$ cat config.mk
export PLATFORM = sky130hd
export DESIGN_NAME = btc_pipe_ctrl
export DESIGN_NICKNAME = d
export VERILOG_FILES = /design/src/hw/rtl/btc_pkg.sv /design/src/hw/rtl/btc_pipe_ctrl.sv
export SDC_FILE = /design/constraint.sdc
export NUM_CORES = 1
export LEC_CHECK = 0
export BUFFER_PORTS_ARGS = -buffer_cell sky130_fd_sc_hd__buf_2
export CAP_MARGIN = 20
export CORE_AREA = 5 5 42 44
export DETAILED_ROUTE_END_ITERATION = 8
export DIE_AREA = 0 0 47 49
export GPL_TIMING_DRIVEN = 1
export PLACE_DENSITY_LB_ADDON = 0.05
export SYNTH_ARGS = -nofsm -noshare
export SYNTH_HDL_FRONTEND = slang
export SYNTH_SLANG_ARGS = --single-unit
$ cat constraint.sdc
create_clock -name clk -period 1 [get_ports clk]
set_input_delay 0.2 -clock clk [delete_from_list [all_inputs] [get_ports clk]]
set_output_delay 0.2 -clock clk [all_outputs]
set_load 0.05 [all_outputs]
$ cat src/hw/rtl/btc_pkg.sv
package btc_pkg;

    // Field widths
    localparam int ADC_W        = 24;
    localparam int ADC_BITS_DEF = 24;
    localparam int CAL_W        = 16;
    localparam int CFG_IDX_W    = 3;
    localparam int TEMP_W       = 19;
    localparam int SENS_W       = 42;
    localparam int OFF_W        = 43;

    // Internal widths
    localparam int REF_SHIFT = 8;                    // reference temp is C5 * 256
    localparam int DT_W      = 25;                   // temperature difference
    localparam int PROD_W    = CAL_W + 1 + DT_W;     // calibration word times dT
    localparam int DDSQ_W    = 2 * DT_W;             // dT squared
    localparam int T2_LSB    = 31;
    localparam int T2_W      = 18;                   // dT^2 / 2^31 stays below 2^18
    localparam int Q_LSB     = 23;                   // dT * C6 / 2^23
    localparam int SQ_W      = 35;                   // squares of temperature deviations

    // Scaling of the first-order terms
    localparam int SENS_SHIFT      = 7;
    localparam int OFF_SHIFT       = 6;
    localparam int SENS_BASE_SHIFT = 16;
    localparam int OFF_BASE_SHIFT  = 17;

    // Second-order correction
    localparam int TEMP_REF      = 2000;
    localparam int COLD_REF      = -1500;
    localparam int OFF2_MUL      = 61;
    localparam int OFF2_SHIFT    = 4;
    localparam int OFF2_COLD_MUL = 15;
    localparam int SENS2_MUL     = 2;
    localparam int SENS2_COLD_MUL = 8;

    // Pipeline depth
    localparam int NUM_STAGES = 6;

    typedef enum logic [CFG_IDX_W-1:0] {
        CAL_PRESSURE_SENS   = 3'd0,
        CAL_PRESSURE_OFFSET = 3'd1,
        CAL_TC_SENS         = 3'd2,
        CAL_TC_OFFSET       = 3'd3,
        CAL_REF_TEMP        = 3'd4,
        CAL_TC_TEMP         = 3'd5
    } cal_idx_t;

    typedef struct packed {
        logic [CAL_W-1:0] pressure_sens;
        logic [CAL_W-1:0] pressure_offset;
        logic [CAL_W-1:0] tc_sens;
        logic [CAL_W-1:0] tc_offset;
        logic [CAL_W-1:0] ref_temp;
        logic [CAL_W-1:0] tc_temp;
    } cal_t;

    typedef struct packed {
        logic [NUM_STAGES-1:0] load;
    } pipe_ctrl_t;

endpackage

$ cat src/hw/rtl/btc_pipe_ctrl.sv
module btc_pipe_ctrl
(
    input  logic                  clk,
    input  logic                  rst_n,
    input  logic                  in_valid,
    output logic                  in_ready,
    output logic                  out_valid,
    input  logic                  out_ready,
    output btc_pkg::pipe_ctrl_t   ctrl
);

    localparam int N = btc_pkg::NUM_STAGES;

    logic [N-1:0] valid_reg;
    logic [N-1:0] valid_next;
    logic [N:0]   rdy;

    // Stage takes an item when empty or when the stage after it moves
    always_comb
    begin
        rdy[N] = out_ready;
        for (int i = N - 1; i >= 0; i--)
        begin
            rdy[i] = !valid_reg[i] || rdy[i + 1];
        end
    end

    // Advance valid bits and load payload only where an item moves in
    always_comb
    begin
        ctrl.load[0]  = rdy[0] && in_valid;
        valid_next[0] = rdy[0] ? in_valid : valid_reg[0];
        for (int i = 1; i < N; i++)
        begin
            ctrl.load[i]  = rdy[i] && valid_reg[i - 1];
            valid_next[i] = rdy[i] ? valid_reg[i - 1] : valid_reg[i];
        end
    end

    always_ff @(posedge clk or negedge rst_n)
    begin
        if (!rst_n)
        begin
            valid_reg <= '0;
        end
        else
        begin
            valid_reg <= valid_next;
        end
    end

    assign in_ready  = rdy[0];
    assign out_valid = valid_reg[N-1];

`ifndef SYNTHESIS
    a_bubble_ready: assert property (@(posedge clk) disable iff (!rst_n)
        !(&valid_reg) |-> in_ready)
        else $error("input stalled while the pipeline has a bubble");

    a_full_hold: assert property (@(posedge clk) disable iff (!rst_n)
        ((&valid_reg) && !out_ready) |=> (&valid_reg))
        else $error("item lost from a stalled full pipeline");

    a_item_count: assert property (@(posedge clk) disable iff (!rst_n)
        $past(rst_n) |-> ($countones(valid_reg) == $countones($past(valid_reg))
            + int'($past(in_valid && in_ready)) - int'($past(out_valid && out_ready))))
        else $error("items in flight do not match accepted and delivered items");
`endif

endmodule

==> results of run 1 <==
==> timing repair <==
item	4_1_cts	5_1_grt
pin swaps	3	4
setup endpoints to repair	13	13
endpoints found under the hold margin	6	0
hold buffers	1	0
setup buffers	2	2
cloned	0	0
resized for setup	23	3
==> kinds of logic (layout without fill, tap and decap cells) <==
group                  after synthesis  count (layout)  share of synthesized area [%]
AO/OA/AOI/OAI                        8               8                          21.99
AND/OR/NAND/NOR                      8               8                          18.54
flip-flops                           6               6                          51.72
buffers and inverters                4              29                          7.758
==> stage by stage <==
| step | hold slack (ns) | instances | TNS, ns |
|---|---|---|---|
| floorplan | -0.09559 | 26 | -3.805 |
| global placement | 0.02636 | 60 | -2.895 |
| detailed placement | 0.02603 | 60 | -3.104 |
| CTS | 0.1780 | 67 | -4.887 |
| global route | 0.2004 | 67 | -4.842 |
| finish | 0.1832 | 67 | -4.284 |
==> power by group <==
group | internal, mW | leakage [nW] | switching [mW]
registers | 0.276 | 0.0627 | 0.0451
clock network | 0.151 | 0.0150 | 0.0783
logic | 0.266 | 0.200 | 0.302
total | 0.693 | 0.278 | 0.425
==> worst max-delay path by stage <==
stage	from	endpoint	slack [ns]
3_5_place_dp	valid_reg[5]	ctrl[0]	-0.40
6_report	valid_reg[5]	ctrl[0]	-0.47
3_3_place_gp	valid_reg[4]	ctrl[0]	-0.39
5_1_grt	valid_reg[5]	ctrl[0]	-0.51
2_1_floorplan	valid_reg[5]	in_ready	-0.59
4_1_cts	valid_reg[4]	ctrl[0]	-0.54
==> layout by cell type, fill, tap and decap left out <==
cell type and instances:
nand4_1 1, buf_4 9, dfrtp_2 1, nand2b_1 1, dfrtp_1 5, clkbuf_1 1, buf_6 9, inv_1 2
nor2b_2 1, and4b_4 1, a41oi_4 1, buf_2 3, nand2b_4 1, buf_8 1, a31o_1 1, a41o_1 1
a31oi_4 1, dlygate4sd3_1 1, a21boi_2 2, clkbuf_4 3, nor2b_4 1, a21o_1 2, and2_4 1, or2_1 1
==> metal layers <==
| layer | vias up | part of all wire, % |
|---|---|---|
| met5 | - | 0 |
| met4 | 0 | 0 |
| met3 | 0 | 6.1 |
| met2 | 5 | 55 |
| met1 | 138 | 39 |
| li1 | 142 | - |
==> cell type report <==
cell class	instances	area [µm²]	share of cell area, %
Tap cell	16	20.02	3.354
Inverter	2	7.507	1.258
Sequential cell	6	151.4	25.37
Timing Repair Buffer	23	209.0	35.01
Multi-Input combinational cell	16	182.7	30.61
Clock buffer	4	26.28	4.403
==> results.cfg, run 1 <==
[status]
status = finished, violations left
failed_checks = setup timing

[layout]
drive_gt1_share_pct = 68.63
fin_area_um2 = 596.8
area_delta_synth_final_pct = 105.6
n_antenna_cell = 0
fillers = 135
nets = 56
final_util_pct = 42.59
largest_register_ffs = 6

[clocking]
cts_buffer_depth = 2
root_buffer = clkbuf_4
clock_sinks = 6
cts_made_buffers = 3
path_clk_slew_ns = 0.05
h-tree-depth = 1
clk_latency_ns = 0.24
cts_tree = done

[die]
num_rows = 14
start_util_pct = 20.71
io_pins = 12
die-area_mm2 = 0.002303
core_mm2 = 0.001401
fp.dieW_um = 47
die_h_um = 49

[global_route]
use_met3_pct = 1.107
grt_max_degree = 7
track_usage_pct = 7.654
grt_pass1_vias = 315
grt_pass1_wl_um = 1269
gr-usage-met1_pct = 8.520
grt_use_met2_pct = 12.44
gr-total-overflow = 0
grt-busiest-layer = met2
grt_antenna_before_repair = 0

[logic_synthesis]
ys_ff_latch = 6
yosys.area.top_type = dfrtp_1
ys_seq_area_share_pct = 51.72
synth_edf_count = 0
synth_top_area_share_pct = 51.72
syn-num-nets = 30
yosys_warnings = 0
ys_async_sr_fraction_pct = 100.0
synth_area_leaders = dfrtp_1 (52%), a21o_1 (5.2%), nand2b_1 (4.3%)
syn_inst = 26
ys_top_cells_by_count = dfrtp_1 (6), a21o_1 (2), inv_1 (2), nand2b_1 (2), nor2b_1 (2)
syn_area_um2 = 290.3
synth-main-ff-cell = dfrtp_1
yosysMostFrequentCell = dfrtp_1
ys_types = 17
syn_area_per_cell_um2 = 11.16

[placed_design]
post-place-ws_ns = -0.4034
dp_hpwl_um = 583.2
gp_congestion = 0.7074
portBuffers = 11
place_area_um2 = 465.4

[timing]
fin_skew_ns = 0.007713
rsz0062_at_grt = yes
timing.fmax_ghz = 0.6792
fin_crit_sh_pct = 147.2
drv_slew = 0
relSlewSlack_pct = 79.72
finalSetupViolCount = 13
finalCriticalPeriod_ns = 1.472
final-hold-violation-count = 0
setup_ws_ns = -0.4724
worst_pin_slew_ns = 0.3042

[route]
vias = 285
drt_iter0_markers = 0
ant_nets = 0
dr.pass1.iters = 1
drt-total-wl_um = 736
post_drt_wl_per_cell_um = 10.99
drc_errors = 0
routed_via_density = 4.254

[worst_setup_path]
cp_slowest_stage_delay_ns = 0.39
regToRegEndpoint = valid_reg[3]
worstPathRequired_ns = 0.80
crit_buf_inv = 1
worstSetupPathType = register to output port
worst-r2r-setup-slack_ns = -0.33
path_cells = and4b_4 > a41oi_4 > buf_6
cp.arrival_ns = 1.27
reg2reg_depth = 5
path_delay_family = flip-flops
cp.depth = 3
cp-end-kind = output port
crit_fanout = 6
crit_path_start_kind = register
r2r-start = valid_reg[5]
slowest_stage = dfrtp_2

[power_and_ir_drop]
vdd_drop_max_mv = 0.7253
p_per_area_mw_per_mm2 = 1873
totalPowerFinal_mw = 1.118
leakage_nw = 0.2775

[worst_hold_path]
hp-class = primary input to register
holdPathEnd = valid_reg[0]
min_delay_path_depth = 2
holdCritStartpoint = in_valid

[flow_run]
maxCapViolations = 0
Power figures use the tool's default switching activity.
==> inputs of run 2 (changes only) <==
GPL_TIMING_DRIVEN = 0   (was 1)
==> run 2 against run 1 <==
The flow still finishes with violations (setup timing). Wire length fell by 11%. Critical endpoint unchanged. Sequential cell count is the same. Power shrank 2.9%.
==> results.cfg, run 2 (same netlist as run 1, synthesis figures left out) <==
[route]
dr.pass1.iters = 2
drt-total-wl_um = 655
routed_via_density = 4.219
post_drt_wl_per_cell_um = 10.23
vias = 270
drt_iter0_markers = 1
drc_errors = 0
ant_nets = 0

[worst_setup_path]
crit_fanout = 6
worstPathRequired_ns = 0.80
crit_path_start_kind = register
cp-end-kind = output port
worstSetupPathType = register to output port
reg2reg_depth = 4
cp_slowest_stage_delay_ns = 0.39
crit_buf_inv = 2
slowest_stage = dfrtp_2
r2r-start = valid_reg[5]
path_delay_family = flip-flops
cp.depth = 4
crit_top_cell = buf_6
cp.arrival_ns = 1.34
path_cells = and4b_1 > buf_6 > a41oi_4 > buf_6
timing.critical_path.from = valid_reg[5]

[timing]
final-hold-violation-count = 0
worst_pin_slew_ns = 0.3679
finalCriticalPeriod_ns = 1.537
fin_skew_ns = 0.006615
finalSetupViolCount = 13
timing.fmax_ghz = 0.6507
fin_crit_sh_pct = 153.7
rsz0062_at_grt = yes
setup_tns_ns = -4.390
relSlewSlack_pct = 75.48
drv_slew = 0
setup_ws_ns = -0.5368

[clocking]
clk_latency_ns = 0.24
h-tree-depth = 1
path_clk_slew_ns = 0.05
cts_tree = done
root_buffer = clkbuf_4
cts_buffer_depth = 2
cts_made_buffers = 3
clock_sinks = 6

[global_route]
gr-usage-met1_pct = 9.152
grt_pass1_wl_um = 1228
use_met3_pct = 2.214
grt_max_degree = 10
track_usage_pct = 7.289
grt_antenna_before_repair = 0
gr-total-overflow = 0
grt_use_met2_pct = 10.63
grt-busiest-layer = met2
grt_pass1_vias = 278

[layout]
area_delta_synth_final_pct = 96.55
drive_gt1_share_pct = 64.58
final_util_pct = 40.71
fillers = 156
nets = 53
final_cell_mix = buf_6 (9), buf_4 (6), dfrtp_1 (5), clkbuf_4 (3), buf_2 (3)
multi_input_area_um2 = 178.9
final_common_cell = buf_6
n_antenna_cell = 0
ff_latch_area_um2 = 151.4
largest_register_ffs = 6
fin_area_um2 = 570.5

[status]
status = finished, violations left
failed_checks = setup timing

[placed_design]
portBuffers = 11
post-place-ws_ns = -0.4326
gp_congestion = 0.6412
place_area_um2 = 412.9

[die]
core_mm2 = 0.001401
fp.dieW_um = 47
num_rows = 14
io_pins = 12
die_h_um = 49
die-area_mm2 = 0.002303
start_util_pct = 20.71

[flow_run]
maxCapViolations = 0

[power_and_ir_drop]
p_per_area_mw_per_mm2 = 1901
vdd_drop_max_mv = 0.7340
totalPowerFinal_mw = 1.085
leakage_nw = 0.2629

[worst_hold_path]
hp-class = primary input to register
holdCritStartpoint = in_valid
min_delay_path_depth = 2
[run 2: cell count changes in the layout (fill, tap and decap cells not counted), sizes merged]
cell,change
buf,-3
[run 2: path summary, 6_finish.rpt]
check / endpoint / slack [ns]
max: ctrl[0] / -0.54
min: valid_reg[0] / 0.17
max reg2reg: valid_reg[0] / -0.21
min reg2reg: valid_reg[4] / 0.56
max in group asynchronous: valid_reg[5] / 0.53
min in group asynchronous: valid_reg[3] / 0.31
[run 2: final cells by class]
class | count | share of cell area (%)
Buffer | 1 | 1.974
Clock buffer | 4 | 4.605
Inverter | 2 | 1.316
Multi-Input combinational cell | 16 | 31.36
Sequential cell | 6 | 26.54
Tap cell | 16 | 3.509
Timing Repair Buffer | 19 | 30.70
[run 2: where the power goes]
part	switching (mW)	internal [mW]	total, mW
combinational	0.286	0.239	0.525
sequential	0.0512	0.276	0.327
clock	0.0819	0.151	0.233
[run 2: routing by layer]
metal,up-vias,wire [µm]
li1,138,-
met1,127,254
met2,5,359
met3,0,41
met4,0,0
met5,-,0
[run 2: per-stage QoR]
step	hold slack [ns]	std cells
2_1_floorplan	-0.09559	26
3_3_place_gp	0.02530	53
3_5_place_dp	0.03234	53
4_1_cts	0.1624	60
5_1_grt	0.1742	64
6_report	0.1714	64
[run 2: what timing repair did]
item,in CTS,in global routing
hold endpoints to repair,6,0
hold buffers,1,0
resized for setup,20,1
pin swaps,2,5
setup buffers,3,4
endpoints found under the setup margin,12,12
==> inputs of run 3 (changes only) <==
PLACE_DENSITY_LB_ADDON = 0.15   (was 0.05)
==> run 3 against run 2 <==
The run still ends with setup timing left. Sequential share of layout area grew 0.72 points. Clock skew is 0.0034 ns higher. Combinational power down 1%. Design area shrank 2.6%. Non-clock buffer count down 2. Largest cell class is now multi-input combinational cells. Largest power group unchanged.
==> results.cfg, run 3 (same netlist as run 1, synthesis figures left out) <==
[status]
failed_checks = setup timing
status = finished, violations left

[clocking]
cts_made_buffers = 3
root_buffer = clkbuf_4
h-tree-depth = 1
clock_sinks = 6
path_clk_slew_ns = 0.05
clk_latency_ns = 0.24
cts_tree = done
cts_buffer_depth = 2

[layout]
fillers = 148
ff_latch_area_um2 = 151.4
drive_gt1_share_pct = 63.04
area_delta_synth_final_pct = 91.38
largest_register_ffs = 6
final_cell_mix = buf_6 (7), buf_4 (5), dfrtp_1 (5), clkbuf_4 (3), buf_2 (3)
final_cells = 62
n_antenna_cell = 0
nets = 51
multi_input_area_um2 = 178.9
final_util_pct = 39.64
final_common_cell = buf_6

[timing]
fin_crit_sh_pct = 155.1
rsz0062_at_grt = yes
final-hold-violation-count = 0
finalSetupViolCount = 12
drv_slew = 0
setup_ws_ns = -0.5509
relSlewSlack_pct = 75.67
finalCriticalPeriod_ns = 1.551
timing.fmax_ghz = 0.6448
fin_skew_ns = 0.009971
worst_pin_slew_ns = 0.3650

[die]
io_pins = 12
die_h_um = 49
num_rows = 14
start_util_pct = 20.71
core_mm2 = 0.001401
die-area_mm2 = 0.002303
fp.dieW_um = 47

[global_route]
gr-total-overflow = 0
track_usage_pct = 7.376
grt_pass1_vias = 312
grt_pass1_wl_um = 1200
grt_antenna_before_repair = 0
grt-busiest-layer = met2
grt_max_degree = 10
gr-usage-met1_pct = 6.067
use_met3_pct = 4.428
grt_use_met2_pct = 12.67

[route]
drt_iter0_markers = 0
vias = 275
dr.pass1.iters = 1
post_drt_wl_per_cell_um = 11.21
routed_via_density = 4.435
drt-total-wl_um = 695
ant_nets = 0
drc_errors = 0

[worst_setup_path]
r2r-start = valid_reg[4]
slowest_stage = dfrtp_1
worstSetupPathType = register to output port
crit_top_cell = buf_6
path_cells = and4b_1 > buf_6 > a41oi_4 > buf_6
crit_buf_inv = 2
reg2reg_depth = 4
cp-end-kind = output port
cp.depth = 4
crit_fanout = 7
cp_slowest_stage_delay_ns = 0.37
cp.arrival_ns = 1.35
worst-r2r-setup-slack_ns = -0.20
regToRegEndpoint = valid_reg[0]
path_delay_family = flip-flops
worstPathRequired_ns = 0.80
crit_path_start_kind = register

[worst_hold_path]
min_delay_path_depth = 2
holdCritStartpoint = in_valid
hp-class = primary input to register
holdPathEnd = valid_reg[0]

[power_and_ir_drop]
vdd_drop_max_mv = 0.9236
p_per_area_mw_per_mm2 = 1944
leakage_nw = 0.2549

[placed_design]
gp_congestion = 0.6587
dp_hpwl_um = 505.5
post-place-ws_ns = -0.4410
portBuffers = 11
dp_cells = 53

[flow_run]
maxCapViolations = 0
-- run 3: cell types whose count changed in the layout (fill, tap and decap cells not counted) --
| cell | before | now |
|---|---|---|
| buf_6 | 9 | 7 |
| buf_4 | 6 | 5 |
| buf_8 | 1 | 2 |
-- run 3: worst max-delay path by stage --
stage / startpoint / to
finish: valid_reg[4] / ctrl[0]
global placement: valid_reg[4] / ctrl[0]
global route: valid_reg[4] / ctrl[0]
floorplan: valid_reg[5] / in_ready
detailed placement: valid_reg[4] / ctrl[0]
CTS: valid_reg[4] / ctrl[0]
-- run 3: per-layer routing --
layer	vias to the layer above	wire [µm]
met5	-	0
met4	0	0
met3	0	43
met2	7	395
met1	134	256
li1	134	-
-- run 3: repair_timing --
item | 4_1_cts | 5_1_grt
hold endpoints to repair | 6 | 0
hold buffers | 1 | 0
resized for setup | 22 | 0
pin swaps | 5 | 2
buffers inserted | 5 | 1
endpoints found under the setup margin | 12 | 12
-- run 3: layout make-up --
| class | instances | share of cell area [%] |
|---|---|---|
| multi-input combinational | 16 | 32.21 |
| timing repair buffer | 17 | 28.83 |
| sequential | 6 | 27.25 |
| clock buffer | 4 | 4.730 |
| tap | 16 | 3.604 |
| buffer | 1 | 2.027 |
| inverter | 2 | 1.351 |
-- run 3: stage by stage --
stage          instance area [µm²]  hold slack [ns]  TNS, ns  power, mW
2_1_floorplan                337.8         -0.09559   -3.805     0.6391
3_3_place_gp                 412.9          0.02861   -2.412     0.7099
3_5_place_dp                 412.9          0.02748   -2.580     0.7179
4_1_cts                      559.3           0.1603   -4.126      1.103
5_1_grt                      555.5           0.1669   -4.607      1.133
6_report                     555.5           0.1703   -4.075      1.080
-- run 3: power breakdown --
group	leakage (nW)	internal [mW]	switching [mW]	total, mW
sequential	0.0627	0.276	0.0503	0.326
clock	0.0150	0.151	0.0840	0.235
combinational	0.177	0.232	0.287	0.519
total	0.255	0.659	0.421	1.08
-- run 3: worst register-to-register path: stages, from the launching register on --
cell,delay (ns)
dfrtp_1,0.37
and4b_1,0.21
buf_6,0.14
buf_4,0.13
a41o_1,0.22
