===== config.mk =====
export PLATFORM = sky130hd
export DESIGN_NAME = btc_cfg_flat
export DESIGN_NICKNAME = d
export VERILOG_FILES = /design/src/hw/rtl/btc_pkg.sv /design/src/hw/rtl/btc_cfg_if.sv /design/src/hw/rtl/btc_cfg.sv /design/src/flat_wrapper.sv
export SDC_FILE = /design/constraint.sdc
export NUM_CORES = 1
export LEC_CHECK = 0
export BUFFER_PORTS_ARGS = -buffer_cell sky130_fd_sc_hd__clkbuf_2
export CAP_MARGIN = 40
export CORE_MARGIN = 2
export CORE_UTILIZATION = 25
export CTS_BUF_LIST = sky130_fd_sc_hd__clkbuf_8
export DETAILED_ROUTE_END_ITERATION = 12
export PLACE_DENSITY_LB_ADDON = 0.12
export REMOVE_ABC_BUFFERS = 1
export SLEW_MARGIN = 5
export SYNTH_ARGS = -nofsm -noshare
export SYNTH_HDL_FRONTEND = slang
export SYNTH_SLANG_ARGS = --single-unit

===== constraint.sdc =====
create_clock -name clk -period 2.89 [get_ports clk]
set_clock_uncertainty 0.2 [all_clocks]
set_input_delay 0.289 -clock clk [delete_from_list [all_inputs] [get_ports clk]]
set_output_delay 0.289 -clock clk [all_outputs]
set_load 0.01 [all_outputs]

===== src/hw/rtl/btc_pkg.sv =====
package btc_pkg;

    // Field widths
    localparam int ADC_W        = 24;
    localparam int ADC_BITS_DEF = 24;
    localparam int CAL_W        = 16;
    localparam int CFG_IDX_W    = 3;
    localparam int TEMP_W       = 19;
    localparam int SENS_W       = 42;
    localparam int OFF_W        = 43;

    // Internal widths
    localparam int REF_SHIFT = 8;                    // reference temp is C5 * 256
    localparam int DT_W      = 25;                   // temperature difference
    localparam int PROD_W    = CAL_W + 1 + DT_W;     // calibration word times dT
    localparam int DDSQ_W    = 2 * DT_W;             // dT squared
    localparam int T2_LSB    = 31;
    localparam int T2_W      = 18;                   // dT^2 / 2^31 stays below 2^18
    localparam int Q_LSB     = 23;                   // dT * C6 / 2^23
    localparam int SQ_W      = 35;                   // squares of temperature deviations

    // Scaling of the first-order terms
    localparam int SENS_SHIFT      = 7;
    localparam int OFF_SHIFT       = 6;
    localparam int SENS_BASE_SHIFT = 16;
    localparam int OFF_BASE_SHIFT  = 17;

    // Second-order correction
    localparam int TEMP_REF      = 2000;
    localparam int COLD_REF      = -1500;
    localparam int OFF2_MUL      = 61;
    localparam int OFF2_SHIFT    = 4;
    localparam int OFF2_COLD_MUL = 15;
    localparam int SENS2_MUL     = 2;
    localparam int SENS2_COLD_MUL = 8;

    // Pipeline depth
    localparam int NUM_STAGES = 6;

    typedef enum logic [CFG_IDX_W-1:0] {
        CAL_PRESSURE_SENS   = 3'd0,
        CAL_PRESSURE_OFFSET = 3'd1,
        CAL_TC_SENS         = 3'd2,
        CAL_TC_OFFSET       = 3'd3,
        CAL_REF_TEMP        = 3'd4,
        CAL_TC_TEMP         = 3'd5
    } cal_idx_t;

    typedef struct packed {
        logic [CAL_W-1:0] pressure_sens;
        logic [CAL_W-1:0] pressure_offset;
        logic [CAL_W-1:0] tc_sens;
        logic [CAL_W-1:0] tc_offset;
        logic [CAL_W-1:0] ref_temp;
        logic [CAL_W-1:0] tc_temp;
    } cal_t;

    typedef struct packed {
        logic [NUM_STAGES-1:0] load;
    } pipe_ctrl_t;

endpackage


===== src/hw/rtl/btc_cfg_if.sv =====
interface btc_cfg_if;

    logic                           valid;
    logic                           ready;
    logic [btc_pkg::CFG_IDX_W-1:0]  index;
    logic [btc_pkg::CAL_W-1:0]      data;

    modport source (output valid, output index, output data, input ready);
    modport sink   (input valid, input index, input data, output ready);

endinterface


===== src/hw/rtl/btc_cfg.sv =====
module btc_cfg
(
    input  logic            clk,
    input  logic            rst_n,
    btc_cfg_if.sink         cfg,
    output btc_pkg::cal_t   cal
);

    btc_pkg::cal_t cal_reg;
    btc_pkg::cal_t cal_next;

    // Always take writes; unknown indexes are dropped
    assign cfg.ready = 1'b1;
    assign cal       = cal_reg;

    // Decode the register index
    always_comb
    begin
        cal_next = cal_reg;
        if (cfg.valid)
        begin
            unique case (btc_pkg::cal_idx_t'(cfg.index))
                btc_pkg::CAL_PRESSURE_SENS:   cal_next.pressure_sens   = cfg.data;
                btc_pkg::CAL_PRESSURE_OFFSET: cal_next.pressure_offset = cfg.data;
                btc_pkg::CAL_TC_SENS:         cal_next.tc_sens         = cfg.data;
                btc_pkg::CAL_TC_OFFSET:       cal_next.tc_offset       = cfg.data;
                btc_pkg::CAL_REF_TEMP:        cal_next.ref_temp        = cfg.data;
                btc_pkg::CAL_TC_TEMP:         cal_next.tc_temp         = cfg.data;
                default:                      cal_next = cal_reg;
            endcase
        end
    end

    always_ff @(posedge clk or negedge rst_n)
    begin
        if (!rst_n)
        begin
            cal_reg <= '0;
        end
        else
        begin
            cal_reg <= cal_next;
        end
    end

endmodule


===== src/flat_wrapper.sv =====
// flat-port wrapper written by rule: the top's interface ports become plain ports
module btc_cfg_flat 
  (clk, rst_n, cal, cfg_valid, cfg_index, cfg_data, cfg_ready);
  btc_cfg_if cfg_i ();
  input  logic clk;
  input  logic rst_n;
  output btc_pkg::cal_t cal;
  input wire logic [$bits(cfg_i.valid)-1:0] cfg_valid;
  input wire logic [$bits(cfg_i.index)-1:0] cfg_index;
  input wire logic [$bits(cfg_i.data)-1:0] cfg_data;
  output wire logic [$bits(cfg_i.ready)-1:0] cfg_ready;
  assign cfg_i.valid = cfg_valid;
  assign cfg_i.index = cfg_index;
  assign cfg_i.data = cfg_data;
  assign cfg_ready = cfg_i.ready;
  btc_cfg u_core (.clk(clk), .rst_n(rst_n), .cfg(cfg_i), .cal(cal));
endmodule

==> results of run 1 <==
## layout by cell type, fill, tap and decap left out
cell,count
nand4b_2,2
clkbuf_2,116
conb_1,1
mux2_4,10
clkinvlp_4,1
clkinv_2,2
clkbuf_8,10
buf_12,1
mux2_1,1
and4bb_2,3
dfrtp_1,96
nor4b_4,1
inv_1,3
buf_4,3
mux2_2,85
dlygate4sd3_1,6
## final cells by class
type	instances	share of cell area (%)
tap	184	4.90
multi-input combinational	103	25.8
sequential	96	51.2
timing repair buffer	126	14.5
clock buffer	10	2.93
clock inverter	6	0.613
## kinds of logic (layout without fill, tap and decap cells)
| group | after synthesis | in the layout | synth area share [%] |
|---|---|---|---|
| buf+inv | 11 | 142 | 2.99 |
| other cells | 1 | 1 | 0.101 |
| simple gates | 6 | 6 | 2.45 |
| mux | 96 | 96 | 30.0 |
| flops | 96 | 96 | 64.5 |
## per-stage QoR
step           total power, uW  util, %
5_1_grt                   3670     32.3
3_5_place_dp              2700     30.8
2_1_floorplan             2240        -
3_3_place_gp              2690     30.8
4_1_cts                   3530     32.3
6_report                  3440     32.3
## path summary, 6_finish.rpt
kind | start | to | slack, ns | depth (start not counted)
min | cfg_data[12] | u_core.cal[76]$_DFFE_PN0P_ | 0.03 | 2
max in group asynchronous | rst_n | u_core.cal[68]$_DFFE_PN0P_ | 1.59 | 3
min in group asynchronous | rst_n | u_core.cal[29]$_DFFE_PN0P_ | 0.18 | 2
max | cfg_index[1] | u_core.cal[9]$_DFFE_PN0P_ | 1.28 | 3
min reg2reg | u_core.cal[29]$_DFFE_PN0P_ | u_core.cal[29]$_DFFE_PN0P_ | 0.29 | 1
max reg2reg | u_core.cal[47]$_DFFE_PN0P_ | u_core.cal[47]$_DFFE_PN0P_ | 1.91 | 1
## routing by layer
| metal | track usage [%] | wire, um | up-vias |
|---|---|---|---|
| met4 | 3.88 | 127 | 0 |
| met2 | 20.3 | 4600 | 68 |
| met5 | 0 | 0 | - |
| met3 | 5.44 | 589 | 6 |
| met1 | 14.0 | 3860 | 1158 |
| li1 | - | - | 994 |
## worst max-delay path, stage by stage
cell	delay (ns)
clkbuf_2	0.14
nand4b_2	0.72
mux2_2	0.51
## where the power goes
group	leakage (uW)	switching [uW]	total [uW]	internal [uW]
sequential	0.00115	159	1800	1640
clock	0.0000958	461	786	324
combinational	0.000996	405	856	451
total	0.00224	1030	3440	2410
==> flow_summary.ini, run 1 <==
[detailed_routing]
first_pass_iters = 4
via_per_inst = 4.24
drcViolationCount = 0
vias = 2226
drt-initial-drc-count = 75
wirelength_mm = 9.18
avgRoutedWirePerCell_um = 17.5
antenna_left = 0

[job]
maxCapViolations = 0

[run_status]
outcome = completed

[synth]
synth_area_leaders = dfrtp_1, mux2_2, mux2_4, buf_6, and4bb_2
netlist_area_sq_um = 3730
synth_seq_area_share_pct = 64.5
yosys-top-cells-count = dfrtp_1, mux2_2, mux2_4
synth_cell_type_count = 12
yosysWarningCount = 0
synth_top_area_share_pct = 64.5
synth-main-ff-cell = dfrtp_1
synth_edf_count = 0
synth_area_per_cell_sq_um = 17.7
synth_cells = 210
yosysMostFrequentCell = dfrtp_1
ys_ff_latch = 96
yosys.area.top_type = dfrtp_1
async_reset_ff_share_pct = 100

[clocking]
cts_setup_buffers = 0
cts_resized = 0
cts.sinks = 96
htree_levels = 3
clk_latency_ns = 0.38
path_clk_slew_ns = 0.09
cts_tree = yes
cts_buffers = 9
clockRootBuffer = clkbuf_8
cts_max_path_buffers = 2
hold_buffers = 6

[setup_path]
endpoint_kind = register
worst-setup-path-type = input port to register
start_kind = input port
worstPathRequired_ns = 2.95
crit_fanout = 16
worstPathArrival_ns = 1.67

[final_layout]
finalNonFillerCells = 525
largest_reg_flops = 96
multiInputGateArea_sq_um = 1210
final_area_sq_um = 4700
area_growth_pct = 26.0
register_area_sq_um = 2400
nets = 358
drive_gt1_share_pct = 68.6
n_fill_cell = 1491
diodes = 0

[floorplanning]
die_x_um = 126
boundaryPins = 119
initial_core_util_pct = 25.6
die_h_um = 126
rows = 44
dieArea_sq_um = 15900
coreArea_sq_um = 14500

[place]
dpl_cell_area_sq_um = 4470
hpwl_mm = 5.89
dp_slack_ns = 0.837
place_congestion = 0.677
portBuffers = 117
placedCellCount = 503

[timing]
max_freq_ghz = 0.620
tns_ns = 0
finalSetupViolCount = 0
setup_slack_ns = 1.28
drv_slew = 0
final_hold_viol_count = 0
whs_ns = 0.0292
min_period_ns = 1.61
rsz0062_at_grt = false
timing.final.crit_share_pct = 55.8
max_slew_margin_pct = 48.9
tightest_slew_ns = 0.764

[pwr]
vdd_drop_max_uv = 286
p_leak_uw = 0.00224
cellPowerDensity_nw_per_um2 = 732

[global_route]
grt_pass1_vias = 2384
grt_start_max_net_pins = 45
antenna_found_initial = 0
grt_pass1_wl_mm = 14.2
grt_util_all_layers_pct = 12.2
overflow = 0

[hold_path]
hold_path_class = input port to register
Power figures use the tool's default switching activity.
==> run 2, diff against run 1 <==
==> constraint.sdc (replaced) <==
create_clock -name clk -period 1.32 [get_ports clk]
set_clock_uncertainty 0.2 [all_clocks]
set_input_delay 0.132 -clock clk [delete_from_list [all_inputs] [get_ports clk]]
set_output_delay 0.132 -clock clk [all_outputs]
set_load 0.01 [all_outputs]
==> flow_summary.ini, run 2 (synthesis results as in run 1) <==
[final_layout]
post-route-util_pct = 34.7
n_fill_cell = 1467
layout_common_cells = clkbuf_2, dfrtp_1, mux2_2, dlygate4sd3_1, buf_12
final_common_cell = clkbuf_2
finalNonFillerCells = 550
diodes = 0
nets = 383
drive_gt1_share_pct = 68.3
largest_reg_flops = 96
area_growth_pct = 35.3

[setup_path]
crit_fanout = 2
worstPathArrival_ns = 0.92
worstPathRequired_ns = 0.99
worst-path-buf-inv = 1
max_stage_delay_ns = 0.41
path_delay_family = flip-flops
endpoint_kind = output port
start_kind = register
crit_slowest_cell = dfrtp_1
crit_chain = clkbuf_2
worst-setup-path-type = register to output port

[detailed_routing]
wirelength_mm = 9.30
drt-initial-drc-count = 56
antenna_left = 0
via_per_inst = 4.23
drcViolationCount = 0
avgRoutedWirePerCell_um = 16.9
vias = 2326
first_pass_iters = 3

[global_route]
overflow = 0
grt_start_max_net_pins = 26
grt_pass1_vias = 2417
grt_util_all_layers_pct = 12.2
grt_pass1_wl_mm = 14.6
antenna_found_initial = 0

[pwr]
power_switching_uw = 2270
p_leak_uw = 0.00241
p_comb_share_pct = 25.5
swShare_pct = 29.7
p_clk_share_pct = 22.8
p_seq_share_pct = 51.6
vdd_drop_max_uv = 451
cellPowerDensity_nw_per_um2 = 1510
intPower_uw = 5360

[job]
maxCapViolations = 0

[timing]
rsz0062_at_grt = false
finalSetupViolCount = 0
final_hold_viol_count = 0
max_freq_ghz = 0.801
drv_slew = 0
timing.final.crit_share_pct = 94.5
min_period_ns = 1.25

[place]
placedCellCount = 517
place_congestion = 0.715
hpwl_mm = 6.63
portBuffers = 117

[hold_path]
hold_path_class = input port to async pin

[clocking]
cts_resized = 0
clk_latency_ns = 0.36
cts.sinks = 96
path_clk_slew_ns = 0.09
cts_buffers = 9
cts_max_path_buffers = 2
cts_tree = yes
clockRootBuffer = clkbuf_8
htree_levels = 3

[floorplanning]
rows = 44
coreArea_sq_um = 14500
boundaryPins = 119
die_x_um = 126
die_h_um = 126
initial_core_util_pct = 25.6
dieArea_sq_um = 15900

[run_status]
outcome = completed
-- run 2: cell types whose count changed in the layout (fill, tap and decap cells not counted) --
cell	before	now
dlygate4sd3_1	6	17
buf_12	1	11
buf_4	3	7
clkinv_4	0	2
inv_1	3	1
clkinv_2	2	3
clkinvlp_4	1	0
-- run 2: power by group through the flow --
stage	combinational [uW]	sequential, uW	clock, uW
4_1_cts	2000	3950	1860
3_5_place_dp	1960	4010	0
3_3_place_gp	1940	3980	0
6_report	1950	3940	1740
5_1_grt	2120	4030	1990
2_1_floorplan	645	4260	0
-- run 2: layout make-up --
cell class / instances / area [sq um] / area share (%)
clock buffer: 10 / 138 / 2.73
clock inverter: 6 / 36.3 / 0.719
multi-input combinational: 103 / 1210 / 24.1
sequential: 96 / 2400 / 47.6
tap: 184 / 230 / 4.56
timing repair buffer: 151 / 1020 / 20.3
-- run 2: per-stage QoR --
stage	worst slack (ns)	hold slack, ns	power [uW]	area, sq um	setup TNS [ns]
2_1_floorplan	-0.406	-0.364	4910	3620	-5.88
3_3_place_gp	-0.171	-0.134	5930	4700	-12.24
3_5_place_dp	-0.210	-0.128	5970	4700	-13.88
4_1_cts	0.0426	-0.0109	7810	5040	0
5_1_grt	0.0176	0.00859	8140	5040	0
6_report	0.0722	0.00522	7630	5040	0
-- run 2: per-layer routing --
metal	vias to the layer above	GRT usage, %	wire, um	part of all wire, %
li1	1055	-	-	-
met1	1192	15.4	4000	43
met2	65	19.5	4590	49
met3	14	4.33	565	6.1
met4	0	4.46	144	1.5
met5	-	0	0	0
-- run 2: timing repair --
action	4_1_cts	5_1_grt
hold buffers	17	0
endpoints found under the hold margin	192	0
setup buffers	0	0
-- run 2: worst paths after layout --
check | from | endpoint | slack, ns | cells past startpoint
max in group asynchronous | rst_n | u_core.cal[43]$_DFFE_PN0P_ | 0.45 | 3
max reg2reg | u_core.cal[93]$_DFFE_PN0P_ | u_core.cal[93]$_DFFE_PN0P_ | 0.33 | 1
min | rst_n | u_core.cal[23]$_DFFE_PN0P_ | 0.005 | 2
min reg2reg | u_core.cal[38]$_DFFE_PN0P_ | u_core.cal[38]$_DFFE_PN0P_ | 0.31 | 1
min in group clk | cfg_index[0] | u_core.cal[92]$_DFFE_PN0P_ | 0.16 | 4
max | u_core.cal[45]$_DFFE_PN0P_ | cal[45] | 0.07 | 1
==> run 3, diff against run 2 <==
--- a/config.mk
+++ b/config.mk
@@ -7,6 +7,8 @@
 export LEC_CHECK = 0
 export BUFFER_PORTS_ARGS = -buffer_cell sky130_fd_sc_hd__clkbuf_2
 export CAP_MARGIN = 40
+export CELL_PAD_IN_SITES_DETAIL_PLACEMENT = 0
+export CELL_PAD_IN_SITES_GLOBAL_PLACEMENT = 2
 export CORE_MARGIN = 2
 export CORE_UTILIZATION = 25
 export CTS_BUF_LIST = sky130_fd_sc_hd__clkbuf_8
==> flow_summary.ini, run 3 (synthesis results as in run 1) <==
[run_status]
outcome = completed

[pwr]
p_comb_share_pct = 24.3
intPower_uw = 5730
swShare_pct = 28.7
p_clk_share_pct = 26.9
total_power_uw = 8040
cellPowerDensity_nw_per_um2 = 1600
power_switching_uw = 2310
p_seq_share_pct = 48.9
p_leak_uw = 0.00238
vdd_drop_max_uv = 576

[clocking]
path_clk_slew_ns = 0.10
clockRootBuffer = clkbuf_8
cts_buffers = 9
clk_latency_ns = 0.36
htree_levels = 3
cts_resized = 0
cts_tree = yes
cts.sinks = 96
cts_max_path_buffers = 2

[floorplanning]
die_h_um = 126
dieArea_sq_um = 15900
boundaryPins = 119
coreArea_sq_um = 14500
initial_core_util_pct = 25.6
rows = 44
die_x_um = 126

[setup_path]
crit_slowest_cell = dfrtp_1
ff2ff_path_depth = 1
crit_chain = clkbuf_2
r2r_setup_slack_ns = 0.34
worst-setup-path-type = register to output port
crit_fanout = 2
worstPathArrival_ns = 0.91
start_kind = register
max_stage_delay_ns = 0.41
path_delay_family = flip-flops
endpoint_kind = output port
worst-path-buf-inv = 1
r2r_end = u_core.cal[67]$_DFFE_PN0P_
worstPathRequired_ns = 0.99
r2r_start = u_core.cal[67]$_DFFE_PN0P_

[final_layout]
n_fill_cell = 1473
multiInputGateArea_sq_um = 1210
largest_reg_flops = 96
nets = 378
layout_common_cells = clkbuf_2, dfrtp_1, mux2_2, dlygate4sd3_1
diodes = 0
final_common_cell = clkbuf_2
drive_gt1_share_pct = 67.9
area_growth_pct = 34.9
register_area_sq_um = 2400

[detailed_routing]
avgRoutedWirePerCell_um = 16.8
wirelength_mm = 9.17
via_per_inst = 4.25
antenna_left = 0
drcViolationCount = 0
first_pass_iters = 4
drt-initial-drc-count = 76
vias = 2317

[global_route]
use_met3_pct = 3.31
globalRoute.busiestLayer = met2
grt_pass1_wl_mm = 14.5
use_met1_pct = 15.0
grt_start_max_net_pins = 62
grt_use_met2_pct = 19.7
antenna_found_initial = 0
grt_pass1_vias = 2485
grt_util_all_layers_pct = 12.1
overflow = 0

[timing]
min_period_ns = 1.25
setup_slack_ns = 0.0739
finalSetupViolCount = 0
rsz0062_at_grt = false
final_hold_viol_count = 0
timing.final.crit_share_pct = 94.4
drv_slew = 0
max_freq_ghz = 0.803

[place]
hpwl_mm = 6.39
place_congestion = 0.680
portBuffers = 117
dp_slack_ns = -0.189

[hold_path]
hold_path_class = input port to async pin

[job]
maxCapViolations = 0
run 3: changes by cell type in the layout (fill, tap and decap cells not counted):
cell and delta:
clkinv_2 -2, buf_4 -3, clkinvlp_4 +2, clkinv_4 -2, bufinv_16 +2, buf_12 -2
run 3: timing repair:
item | 4_1_cts | 5_1_grt
setup buffers | 0 | 0
hold buffers | 17 | 0
endpoints found under the hold margin | 192 | 0
endpoints found under the setup margin | 0 | 0
run 3: power groups by stage:
stage                     clock, uW  combinational, uW  sequential, uW
after CTS                      2280               2010            3940
after global placement            0               1960            3990
final                          2160               1950            3930
after floorplan                   0                645            4260
after detailed placement          0               1960            4000
after global routing           2400               2120            4040
run 3: area by class of cell:
cell class | count | area share, %
Timing Repair Buffer | 146 | 19.1
Clock buffer | 10 | 2.74
Tap cell | 184 | 4.58
Multi-Input combinational cell | 103 | 24.1
Clock inverter | 6 | 1.67
Sequential cell | 96 | 47.8
run 3: worst max-delay path by stage:
stage,from,endpoint,cells after the start
after floorplan,cfg_index[0],u_core.cal[80]$_DFFE_PN0P_,2
after global placement,cfg_index[0],u_core.cal[81]$_DFFE_PN0P_,4
after detailed placement,cfg_index[0],u_core.cal[81]$_DFFE_PN0P_,4
after CTS,u_core.cal[67]$_DFFE_PN0P_,cal[67],1
after global routing,u_core.cal[31]$_DFFE_PN0P_,cal[31],1
final,u_core.cal[67]$_DFFE_PN0P_,cal[67],1
run 3: per-layer routing:
| metal | routed length [um] | up-vias | part of all wire, % |
|---|---|---|---|
| met5 | 0 | - | 0 |
| li1 | - | 1043 | - |
| met3 | 455 | 11 | 5.0 |
| met2 | 4590 | 69 | 50 |
| met4 | 169 | 0 | 1.8 |
| met1 | 3950 | 1194 | 43 |
run 3: metrics by stage:
| stage | instances | hold WS (ns) | TNS, ns | utilization [%] | instance area [sq um] |
|---|---|---|---|---|---|
| after CTS | 545 | 0.118 | 0 | 34.6 | 5030 |
| after detailed placement | 512 | -0.0338 | -12.57 | 31.9 | 4640 |
| after global routing | 545 | 0.149 | 0 | 34.6 | 5030 |
| after global placement | 512 | -0.0336 | -12.01 | 31.9 | 4640 |
| final | 545 | 0.121 | 0 | 34.6 | 5030 |
| after floorplan | 199 | -0.364 | -5.88 | - | 3620 |
